File: src/hw/rtl/suvs_pkg.sv
package suvs_pkg;

   // item field widths
   localparam int POS_IN_W = 23;
   localparam int FT_W     = 16;
   localparam int OFS_W    = 15;

   // position difference, its magnitude, square and sum of squares
   localparam int DIFF_W = POS_IN_W + 1;
   localparam int ABS_W  = POS_IN_W;
   localparam int SQ_W   = 2 * ABS_W;
   localparam int SUM_W  = SQ_W + 2;

   // rates in units per second
   localparam int RATE_W = 8;
   localparam logic [RATE_W-1:0] SLOW_RATE        = 8'd100;
   localparam logic [RATE_W-1:0] FAST_RATE        = 8'd160;
   localparam logic [RATE_W-1:0] EXTRA_DECAY_RATE = 8'd200;
   localparam logic [RATE_W-1:0] RECOVER_RATE     = 8'd150;

   // distances in whole units
   localparam int TELEPORT_DIST = 48;
   localparam int STEEP_RISE    = 20;
   localparam int BASE_LAG      = 15;
   localparam int EXTRA_CAP     = 5;

endpackage

File: src/hw/rtl/suvs_req_if.sv
interface suvs_req_if;
   import suvs_pkg::*;

   logic                       valid;
   logic                       ready;
   logic signed [POS_IN_W-1:0] pos_x;
   logic signed [POS_IN_W-1:0] pos_y;
   logic signed [POS_IN_W-1:0] pos_z;
   logic                       on_ground;
   logic [FT_W-1:0]            frame_time;

   modport source (
      output valid, pos_x, pos_y, pos_z, on_ground, frame_time,
      input  ready
   );

   modport sink (
      input  valid, pos_x, pos_y, pos_z, on_ground, frame_time,
      output ready
   );

endinterface

File: src/hw/rtl/suvs_rsp_if.sv
interface suvs_rsp_if;
   import suvs_pkg::*;

   logic                    valid;
   logic                    ready;
   logic signed [OFS_W-1:0] view_offset;

   modport source (
      output valid, view_offset,
      input  ready
   );

   modport sink (
      input  valid, view_offset,
      output ready
   );

endinterface

File: src/hw/rtl/suvs_track.sv
module suvs_track #(
   parameter int POS_BITS  = 24,
   parameter int FRAC_BITS = 8
) (
   input  logic signed [suvs_pkg::POS_IN_W-1:0]                  pos_z,
   input  logic                                                  on_ground,
   input  logic                                                  teleport,
   input  logic [FRAC_BITS+7:0]                                  decay_step,
   input  logic [FRAC_BITS+7:0]                                  fast_step,
   input  logic [FRAC_BITS+7:0]                                  slow_step,
   input  logic [FRAC_BITS+7:0]                                  recover_step,
   input  logic signed [(POS_BITS > suvs_pkg::POS_IN_W ? POS_BITS
                                      : suvs_pkg::POS_IN_W)-1:0] cur_height,
   input  logic [FRAC_BITS+2:0]                                  cur_extra,
   input  logic                                                  cur_fast,
   input  logic signed [suvs_pkg::OFS_W-1:0]                     cur_offset,
   output logic signed [(POS_BITS > suvs_pkg::POS_IN_W ? POS_BITS
                                      : suvs_pkg::POS_IN_W)-1:0] nxt_height,
   output logic [FRAC_BITS+2:0]                                  nxt_extra,
   output logic                                                  nxt_fast,
   output logic signed [suvs_pkg::OFS_W-1:0]                     nxt_offset
);
   import suvs_pkg::*;

   localparam int TH_W = (POS_BITS > POS_IN_W) ? POS_BITS : POS_IN_W;
   localparam int CW   = TH_W + 3;
   localparam int EX_W = FRAC_BITS + 3;

   localparam logic signed [CW-1:0] STEEP_V  = CW'(STEEP_RISE * (1 << FRAC_BITS));
   localparam logic signed [CW-1:0] BASE_V   = CW'(BASE_LAG * (1 << FRAC_BITS));
   localparam logic signed [CW-1:0] EXCAP_V  = CW'(EXTRA_CAP * (1 << FRAC_BITS));
   localparam logic signed [CW-1:0] PMAX_V   = CW'((64'sd1 <<< (POS_BITS - 1)) - 64'sd1);
   localparam logic signed [CW-1:0] PMIN_V   = CW'(-(64'sd1 <<< (POS_BITS - 1)));
   localparam logic signed [CW-1:0] OMAX_V   = CW'((1 << (OFS_W - 1)) - 1);
   localparam logic signed [CW-1:0] OMIN_V   = CW'(-(1 << (OFS_W - 1)));
   localparam logic signed [CW-1:0] ZERO_V   = '0;

   logic signed [CW-1:0] z, h, ex_old;
   logic signed [CW-1:0] dec_s, fast_s, slow_s, rec_s;
   logic signed [CW-1:0] rise, ex_fresh, ex_capped, ex_a;
   logic signed [CW-1:0] h1, h2, limit, h3, h_sat, ex2, ex3, ofs, rec;
   logic                 steep, rising, fast_a;

   always_comb begin
      z      = CW'(pos_z);
      h      = CW'(cur_height);
      ex_old = CW'(cur_extra);
      dec_s  = CW'(decay_step);
      fast_s = CW'(fast_step);
      slow_s = CW'(slow_step);
      rec_s  = CW'(recover_step);

      rise   = z - h;
      rising = on_ground && (rise > ZERO_V);
      steep  = rise > STEEP_V;

      // extra lag is taken fresh on the first steep rise only
      ex_fresh  = rise - dec_s - BASE_V;
      ex_capped = (ex_fresh > EXCAP_V) ? EXCAP_V : ex_fresh;
      ex_a      = (steep && !cur_fast) ? ex_capped : ex_old;
      fast_a    = steep || cur_fast;

      h1    = h + (fast_a ? fast_s : slow_s);
      h2    = (h1 > z) ? z : h1;
      limit = BASE_V + ex_a;
      h3    = ((z - h2) > limit) ? (z - limit) : h2;

      ex2 = ex_a - dec_s;
      ex3 = (ex2 < ZERO_V) ? ZERO_V : ex2;

      h_sat = (h3 > PMAX_V) ? PMAX_V : ((h3 < PMIN_V) ? PMIN_V : h3);
      ofs   = h3 - z;
      ofs   = (ofs > OMAX_V) ? OMAX_V : ((ofs < OMIN_V) ? OMIN_V : ofs);

      // recovery toward zero: a negative offset rises by the step, never past zero, a positive one snaps to zero
      rec = CW'(cur_offset) + rec_s;
      rec = (rec > ZERO_V) ? ZERO_V : rec;

      if (teleport) begin
         nxt_height = TH_W'(pos_z);
         nxt_extra  = '0;
         nxt_fast   = 1'b0;
         nxt_offset = '0;
      end else if (rising) begin
         nxt_height = h_sat[TH_W-1:0];
         nxt_extra  = ex3[EX_W-1:0];
         nxt_fast   = fast_a;
         nxt_offset = ofs[OFS_W-1:0];
      end else begin
         nxt_height = TH_W'(pos_z);
         nxt_extra  = '0;
         nxt_fast   = 1'b0;
         nxt_offset = rec[OFS_W-1:0];
      end
   end

endmodule

File: src/hw/rtl/step_up_view_smoother.sv
// step_up_view_smoother
//
// smooths the vertical view offset as a player walks up stairs. one req item
// per frame carries the position (x, y, height, signed, FRAC_BITS fraction
// bits), the on-ground flag and the frame time in 1/65536 s; one rsp item per
// req item carries the saturated view offset in the same position units.
//
// channels are valid/ready; an item moves on a clock edge with both high.
// an accepted item is loaded into the input register (position deltas and rate
// steps are formed on the way in), then moves on into the result register.
// throughput is one item per clock while rsp is not held off, set by the
// single state update in the result stage.
//
// the input register keeps accepting while a finished result waits, so with
// rsp held off the block fills both registers and then drops req ready;
// nothing is lost or repeated. synchronous reset clears the filter state and
// the last position to zero and empties both registers.
module step_up_view_smoother #(
   parameter int POS_BITS  = 24,
   parameter int FRAC_BITS = 8
) (
   input  logic        clock,
   input  logic        reset,
   suvs_req_if.sink    req_if,
   suvs_rsp_if.source  rsp_if
);
   import suvs_pkg::*;

   localparam int TH_W   = (POS_BITS > POS_IN_W) ? POS_BITS : POS_IN_W;
   localparam int EX_W   = FRAC_BITS + 3;
   localparam int SH     = FT_W - FRAC_BITS;
   localparam int PROD_W = FT_W + RATE_W;
   localparam int STEP_W = PROD_W - SH;
   localparam logic [SUM_W-1:0] THR_SQ =
      SUM_W'(64'(TELEPORT_DIST * (1 << FRAC_BITS)) *
             64'(TELEPORT_DIST * (1 << FRAC_BITS)));

   // handshake
   logic s1_vld_ff, s1_vld_in;
   logic rsp_vld_ff, rsp_vld_in;
   logic out_free, s1_fire, accept;

   // previous position, updated as each item is accepted
   logic signed [POS_IN_W-1:0] last_x_ff, last_y_ff, last_z_ff;

   // input register
   logic [ABS_W-1:0]           dx_ff, dy_ff, dz_ff;
   logic signed [POS_IN_W-1:0] z_ff;
   logic                       gnd_ff;
   logic [STEP_W-1:0]          dec_ff, fast_step_ff, slow_step_ff, rec_ff;

   // filter state; the offset register is also the rsp payload
   logic signed [TH_W-1:0]  height_ff, height_in;
   logic [EX_W-1:0]         extra_ff, extra_in;
   logic                    fast_ff, fast_in;
   logic signed [OFS_W-1:0] offset_ff, offset_in;

   logic signed [DIFF_W-1:0] diff_x, diff_y, diff_z;
   logic [PROD_W-1:0]        prod_dec, prod_fast, prod_slow, prod_rec;
   logic [SQ_W-1:0]          sq_x, sq_y, sq_z;
   logic [SUM_W-1:0]         dist_sq;
   logic                     teleport;

   function automatic logic [ABS_W-1:0] abs_diff(input logic signed [DIFF_W-1:0] d);
      logic signed [DIFF_W-1:0] m;
      m = d[DIFF_W-1] ? -d : d;
      return m[ABS_W-1:0];
   endfunction

   // a new item may enter whenever the input register is empty or empties this cycle
   assign out_free     = !rsp_vld_ff || rsp_if.ready;
   assign s1_fire      = s1_vld_ff && out_free;
   assign req_if.ready = !s1_vld_ff || out_free;
   assign accept       = req_if.valid && req_if.ready;

   assign s1_vld_in  = accept ? 1'b1 : (s1_fire ? 1'b0 : s1_vld_ff);
   assign rsp_vld_in = s1_fire ? 1'b1 : (rsp_if.ready ? 1'b0 : rsp_vld_ff);

   assign rsp_if.valid       = rsp_vld_ff;
   assign rsp_if.view_offset = offset_ff;

   // entry side: deltas against the last position, rate times frame time
   always_comb begin
      diff_x    = DIFF_W'(req_if.pos_x) - DIFF_W'(last_x_ff);
      diff_y    = DIFF_W'(req_if.pos_y) - DIFF_W'(last_y_ff);
      diff_z    = DIFF_W'(req_if.pos_z) - DIFF_W'(last_z_ff);
      prod_dec  = PROD_W'(req_if.frame_time) * PROD_W'(EXTRA_DECAY_RATE);
      prod_fast = PROD_W'(req_if.frame_time) * PROD_W'(FAST_RATE);
      prod_slow = PROD_W'(req_if.frame_time) * PROD_W'(SLOW_RATE);
      prod_rec  = PROD_W'(req_if.frame_time) * PROD_W'(RECOVER_RATE);
   end

   // teleport test: squared distance against 48 units squared
   always_comb begin
      sq_x     = SQ_W'(dx_ff) * SQ_W'(dx_ff);
      sq_y     = SQ_W'(dy_ff) * SQ_W'(dy_ff);
      sq_z     = SQ_W'(dz_ff) * SQ_W'(dz_ff);
      dist_sq  = SUM_W'(sq_x) + SUM_W'(sq_y) + SUM_W'(sq_z);
      teleport = dist_sq > THR_SQ;
   end

   suvs_track #(
      .POS_BITS  (POS_BITS),
      .FRAC_BITS (FRAC_BITS)
   ) u_track (
      .pos_z        (z_ff),
      .on_ground    (gnd_ff),
      .teleport     (teleport),
      .decay_step   (dec_ff),
      .fast_step    (fast_step_ff),
      .slow_step    (slow_step_ff),
      .recover_step (rec_ff),
      .cur_height   (height_ff),
      .cur_extra    (extra_ff),
      .cur_fast     (fast_ff),
      .cur_offset   (offset_ff),
      .nxt_height   (height_in),
      .nxt_extra    (extra_in),
      .nxt_fast     (fast_in),
      .nxt_offset   (offset_in)
   );

   // control and state
   always_ff @(posedge clock) begin
      if (reset) begin
         s1_vld_ff  <= 1'b0;
         rsp_vld_ff <= 1'b0;
         last_x_ff  <= '0;
         last_y_ff  <= '0;
         last_z_ff  <= '0;
         height_ff  <= '0;
         extra_ff   <= '0;
         fast_ff    <= 1'b0;
         offset_ff  <= '0;
      end else begin
         s1_vld_ff  <= s1_vld_in;
         rsp_vld_ff <= rsp_vld_in;
         if (accept) begin
            last_x_ff <= req_if.pos_x;
            last_y_ff <= req_if.pos_y;
            last_z_ff <= req_if.pos_z;
         end
         if (s1_fire) begin
            height_ff <= height_in;
            extra_ff  <= extra_in;
            fast_ff   <= fast_in;
            offset_ff <= offset_in;
         end
      end
   end

   // input register payload
   always_ff @(posedge clock) begin
      if (accept) begin
         dx_ff        <= abs_diff(diff_x);
         dy_ff        <= abs_diff(diff_y);
         dz_ff        <= abs_diff(diff_z);
         z_ff         <= req_if.pos_z;
         gnd_ff       <= req_if.on_ground;
         dec_ff       <= prod_dec[PROD_W-1:SH];
         fast_step_ff <= prod_fast[PROD_W-1:SH];
         slow_step_ff <= prod_slow[PROD_W-1:SH];
         rec_ff       <= prod_rec[PROD_W-1:SH];
      end
   end

   // a waiting item in the input register stays until it moves on
   a_s1_hold: assert property (@(posedge clock) disable iff (reset)
      (s1_vld_ff && !out_free) |=> s1_vld_ff)
      else $error("input register lost an item");

   // every result comes from the input register
   a_rsp_src: assert property (@(posedge clock) disable iff (reset)
      $rose(rsp_vld_ff) |-> $past(s1_vld_ff))
      else $error("result without an item");

   // the extra lag never exceeds its cap
   a_extra_cap: assert property (@(posedge clock) disable iff (reset)
      extra_ff <= EX_W'(EXTRA_CAP * (1 << FRAC_BITS)))
      else $error("extra lag above cap");

   // fast rate only turns on from a grounded item
   a_fast_src: assert property (@(posedge clock) disable iff (reset)
      $rose(fast_ff) |-> $past(s1_fire && gnd_ff))
      else $error("fast rate set off ground");

   // state changes only as an item completes
   a_state_hold: assert property (@(posedge clock) disable iff (reset)
      !s1_fire |=> ($stable(offset_ff) && $stable(height_ff)))
      else $error("filter state changed without an item");

endmodule

File: src/flat_wrapper.sv
// flat-port wrapper written by rule: the top's interface ports become plain ports
module step_up_view_smoother_flat import suvs_pkg::*;
#(
   parameter int POS_BITS  = 24,
   parameter int FRAC_BITS = 8
)
  (clock, reset, req_if_valid, req_if_pos_x, req_if_pos_y, req_if_pos_z, req_if_on_ground, req_if_frame_time, req_if_ready, rsp_if_valid, rsp_if_view_offset, rsp_if_ready);
  suvs_req_if req_if_i ();
  suvs_rsp_if rsp_if_i ();
  input  logic clock;
  input  logic reset;
  input wire logic [$bits(req_if_i.valid)-1:0] req_if_valid;
  input wire logic [$bits(req_if_i.pos_x)-1:0] req_if_pos_x;
  input wire logic [$bits(req_if_i.pos_y)-1:0] req_if_pos_y;
  input wire logic [$bits(req_if_i.pos_z)-1:0] req_if_pos_z;
  input wire logic [$bits(req_if_i.on_ground)-1:0] req_if_on_ground;
  input wire logic [$bits(req_if_i.frame_time)-1:0] req_if_frame_time;
  output wire logic [$bits(req_if_i.ready)-1:0] req_if_ready;
  output wire logic [$bits(rsp_if_i.valid)-1:0] rsp_if_valid;
  output wire logic [$bits(rsp_if_i.view_offset)-1:0] rsp_if_view_offset;
  input wire logic [$bits(rsp_if_i.ready)-1:0] rsp_if_ready;
  assign req_if_i.valid = req_if_valid;
  assign req_if_i.pos_x = req_if_pos_x;
  assign req_if_i.pos_y = req_if_pos_y;
  assign req_if_i.pos_z = req_if_pos_z;
  assign req_if_i.on_ground = req_if_on_ground;
  assign req_if_i.frame_time = req_if_frame_time;
  assign req_if_ready = req_if_i.ready;
  assign rsp_if_valid = rsp_if_i.valid;
  assign rsp_if_view_offset = rsp_if_i.view_offset;
  assign rsp_if_i.ready = rsp_if_ready;
  step_up_view_smoother #(.POS_BITS(POS_BITS), .FRAC_BITS(FRAC_BITS)) u_core (.clock(clock), .reset(reset), .req_if(req_if_i), .rsp_if(rsp_if_i));
endmodule
File: config.mk
export PLATFORM = sky130hd
export DESIGN_NAME = step_up_view_smoother_flat
export DESIGN_NICKNAME = d
export VERILOG_FILES = /design/src/hw/rtl/suvs_pkg.sv /design/src/hw/rtl/suvs_req_if.sv /design/src/hw/rtl/suvs_rsp_if.sv /design/src/hw/rtl/suvs_track.sv /design/src/hw/rtl/step_up_view_smoother.sv /design/src/flat_wrapper.sv
export SDC_FILE = /design/constraint.sdc
export NUM_CORES = 2
export LEC_CHECK = 0
export ABC_AREA = 1
export BUFFER_PORTS_ARGS = -buffer_cell sky130_fd_sc_hd__buf_4
export CORE_ASPECT_RATIO = 0.75
export CORE_UTILIZATION = 50
export CTS_BUF_LIST = sky130_fd_sc_hd__clkbuf_8
export DETAILED_ROUTE_END_ITERATION = 10
export PLACE_DENSITY_LB_ADDON = 0.1
export RECOVER_POWER = 50
export SLEW_MARGIN = 20
export SYNTH_ARGS = -nofsm -noshare
export SYNTH_HDL_FRONTEND = slang
export SYNTH_HIERARCHICAL = 1
export SYNTH_SLANG_ARGS = --single-unit
File: constraint.sdc
create_clock -name clock -period 26.7 [get_ports clock]
set_clock_uncertainty 0.2 [all_clocks]
set_input_delay 5.34 -clock clock [delete_from_list [all_inputs] [get_ports clock]]
set_output_delay 5.34 -clock clock [all_outputs]
set_load 0.05 [all_outputs]
==> results.toml <==
[drt]
route.vias.total = 63000
vias_per_cell = 5.14
drt_pass1_iterations = 8
drt.antenna.violating_nets = 0
drc = 0
drt-initial-drc-count = 5622
drt-total-wl_um = 240000
post_drt_wl_per_cell_um = 19.6

[worst_hold_path]
hold_path.class = "flip-flop to flip-flop"
worstHoldStart = "u_core/extra_ff[6]$_SDFFE_PP0P_"

[critical_path]
endpoint_kind = "flip-flop"
worstPathArrival_ns = 21.28
worstSetupPathType = "flip-flop to flip-flop"
timing.rr.start = "u_core/z_ff[1]$_DFFE_PP_"
critPathLaunchType = "flip-flop"
worst_path_most_repeated_cell = "nand2_1"
path_delay_family = "compound AO/OA/AOI/OAI gates"
worstPathRequired_ns = 27.08
critPathMaxFanout = 45
critPathMaxStageDelay_ns = 0.75
crit_start = "u_core/z_ff[1]$_DFFE_PP_"
path_buf_inv = 12
crit_slowest_cell = "clkinv_1"

[timing]
final.setup.tns_ns = 0
period_share_pct = 78.3
rsz0062_at_grt = "no"
final_hold_viol_count = 0
final.setup.worst_slack_ns = 5.80
setup_violations = 0
fmax_ghz = 0.0478
tightestPinTransition_ns = 3.37
period_minus_slack_ns = 20.90
relSlewSlack_pct = -125
drv_slew = 290

[die]
die_w_um = 460
core_area_um2 = 155000
io_pins = 107
fp.dieH_um = 345
initial_core_util_pct = 50.6
core.rowCount = 125
dieArea_um2 = 159000

[clock_tree]
cts_setup_buffers = 0
cts_buffers = 49
clk-insertion-delay-late_ns = 0.74
cts_hold_buf = 0
cts-root-buf = "clkbuf_8"
cts_resized = 0
cts_max_level = 2
cts_tree = "done"
clock-sinks = 263
path_clk_slew_ns = 0.07
clk_path_buf_depth = 3

[run_status]
outcome = "finished with violations"
violations = "max-capacitance violations, max-slew violations"

[global_route]
gr-total-overflow = 0
grt_pass1_wl_um = 380000
antenna_found_initial = 3
grt_start_max_net_pins = 84
grt_pass1_vias = 63700
track_usage_pct = 31.2

[final_layout]
nFillCells = 15200
ff_latch_area_um2 = 6680
fin_cells = 12200
multiInputGateArea_um2 = 59700
area_delta_synth_final_pct = 5.15
fin_nets = 12500
drive_above_1_share_pct = 4.19
utilization_pct = 53.2

[placement]
numPortBuffers = 106
routabilityCongestion = 0.945
dp.cells = 12200
hpwl_um = 207000
dpl_worst_slack_ns = 6.62

[yosys]
yosysSeqAreaShare_pct = 8.49
synth-seq-cells = 263
syn-cell-area_um2 = 78600
async_reset_ff_share_pct = 0
ys.flop_type = "edfxtp_1"
synthTopCellsByArea = "fa_1 (35%), inv_1 (14%), ha_1 (14%)"
synthCells = 10100
synth.top_cell.area_share_pct = 35.4
syn_nets = 12500
synth_edf_count = 141
yosysWarnings = 6
yosysUniqueCellTypes = 70
syn_area_per_cell_um2 = 7.79
synth_top_area_cell = "fa_1"

[flow_run]
cap_violations = 5
## through the flow
step | area, um2 | hold WS [ns]
finish | 82700 | 0.267
global route | 82700 | 0.287
CTS | 82900 | 0.264
detailed placement | 81800 | 0.256
global placement | 81800 | 0.255
floorplan | 78600 | 0.243
## tightest hold or removal path: cells and delay by family, from the launching register on
family             cells  cell delay (ns)
AOI/OAI and AO/OA      1             0.06
DFF                    1             0.30
and+or+nand+nor        1             0.06
## cells in the mapped netlist (47+ instances only)
master,count
xor2_1,181
ha_1,887
nor3_1,47
edfxtp_1,141
a211oi_1,72
nand2_1,2191
nand4_1,51
fa_1,1391
nand2_2,66
clkbuf_1,191
o21ai_0,180
inv_1,2970
a21oi_1,405
nor2_1,426
o21ai_1,51
nand3_1,229
nand3b_1,52
xnor2_1,94
dfxtp_1,122
## cell usage in the layout (no fill, tap or decap), types with 14 or more instances in the layout
cell type / instances
edfxtp_1: 141
nand3b_1: 52
nor3_1: 47
o21ai_1: 51
nand4_1: 52
a21boi_0: 14
clkbuf_8: 53
a21oi_2: 19
xor2_1: 181
nand2_1: 2195
inv_1: 2978
clkbuf_1: 47
o21a_1: 14
a21o_1: 25
o21bai_1: 24
buf_4: 138
a211oi_1: 72
inv_2: 26
o21ai_0: 180
ha_1: 887
nand3_1: 230
nor2_2: 21
a21oi_1: 406
fa_1: 1391
nor2_1: 425
dfxtp_1: 122
nand2_2: 63
xnor2_1: 94
## registers in the layout, summed over array words and instances (netlist names), 15 cells and up
| register | flops |
|---|---|
| u_core/dec_ff | 16 |
| u_core/dx_ff | 23 |
| u_core/dy_ff | 23 |
| u_core/dz_ff | 23 |
| u_core/fast_step_ff | 16 |
| u_core/height_ff | 24 |
| u_core/last_x_ff | 23 |
| u_core/last_y_ff | 23 |
| u_core/last_z_ff | 23 |
| u_core/rec_ff | 16 |
| u_core/rsp_if.view_offset | 15 |
| u_core/z_ff | 23 |
## metal layers
layer  GRT usage [%]  up-vias  share of wire, %
met5               0        -                 0
met4            2.35        0              0.69
met3            9.13      128                11
met2            39.8     2284                36
met1            52.0    30700                52
li1                -    29900                 -
## worst paths after layout
path	to	slack (ns)	depth (start not counted)
max	u_core/rsp_if.view_offset[1]$_SDFFE_PP0P_	5.80	96
min	u_core/extra_ff[6]$_SDFFE_PP0P_	0.27	2
max reg2reg	u_core/rsp_if.view_offset[1]$_SDFFE_PP0P_	5.80	96
min reg2reg	u_core/extra_ff[6]$_SDFFE_PP0P_	0.27	2
## logic make-up (layout without fill, tap and decap cells)
kind of cell,Yosys count,after routing,share of synthesized area [%]
other,1,2,0.00477
DFF,263,263,8.49
AOI/OAI and AO/OA,880,880,6.47
buffers and inverters,3215,3279,15.5
muxes,2,2,0.0255
and+or+nand+nor,3167,3167,16.8
adders and majority gates,2278,2278,49.5
xor gates and xnor gates,280,280,3.18
## area by class of cell
type | instances | area share (%)
Multi-Input combinational cell | 6608 | 72.3
Tap cell | 2095 | 3.17
Inverter | 3001 | 13.6
Clock inverter | 38 | 0.474
Sequential cell | 263 | 8.08
Clock buffer | 53 | 0.882
Timing Repair Buffer | 187 | 1.48
Antenna cell | 1 | 0.00303
Power is left out: the tool's default activity adds up to more than one toggle a clock period on the data nets, which glitch-free logic cannot reach.
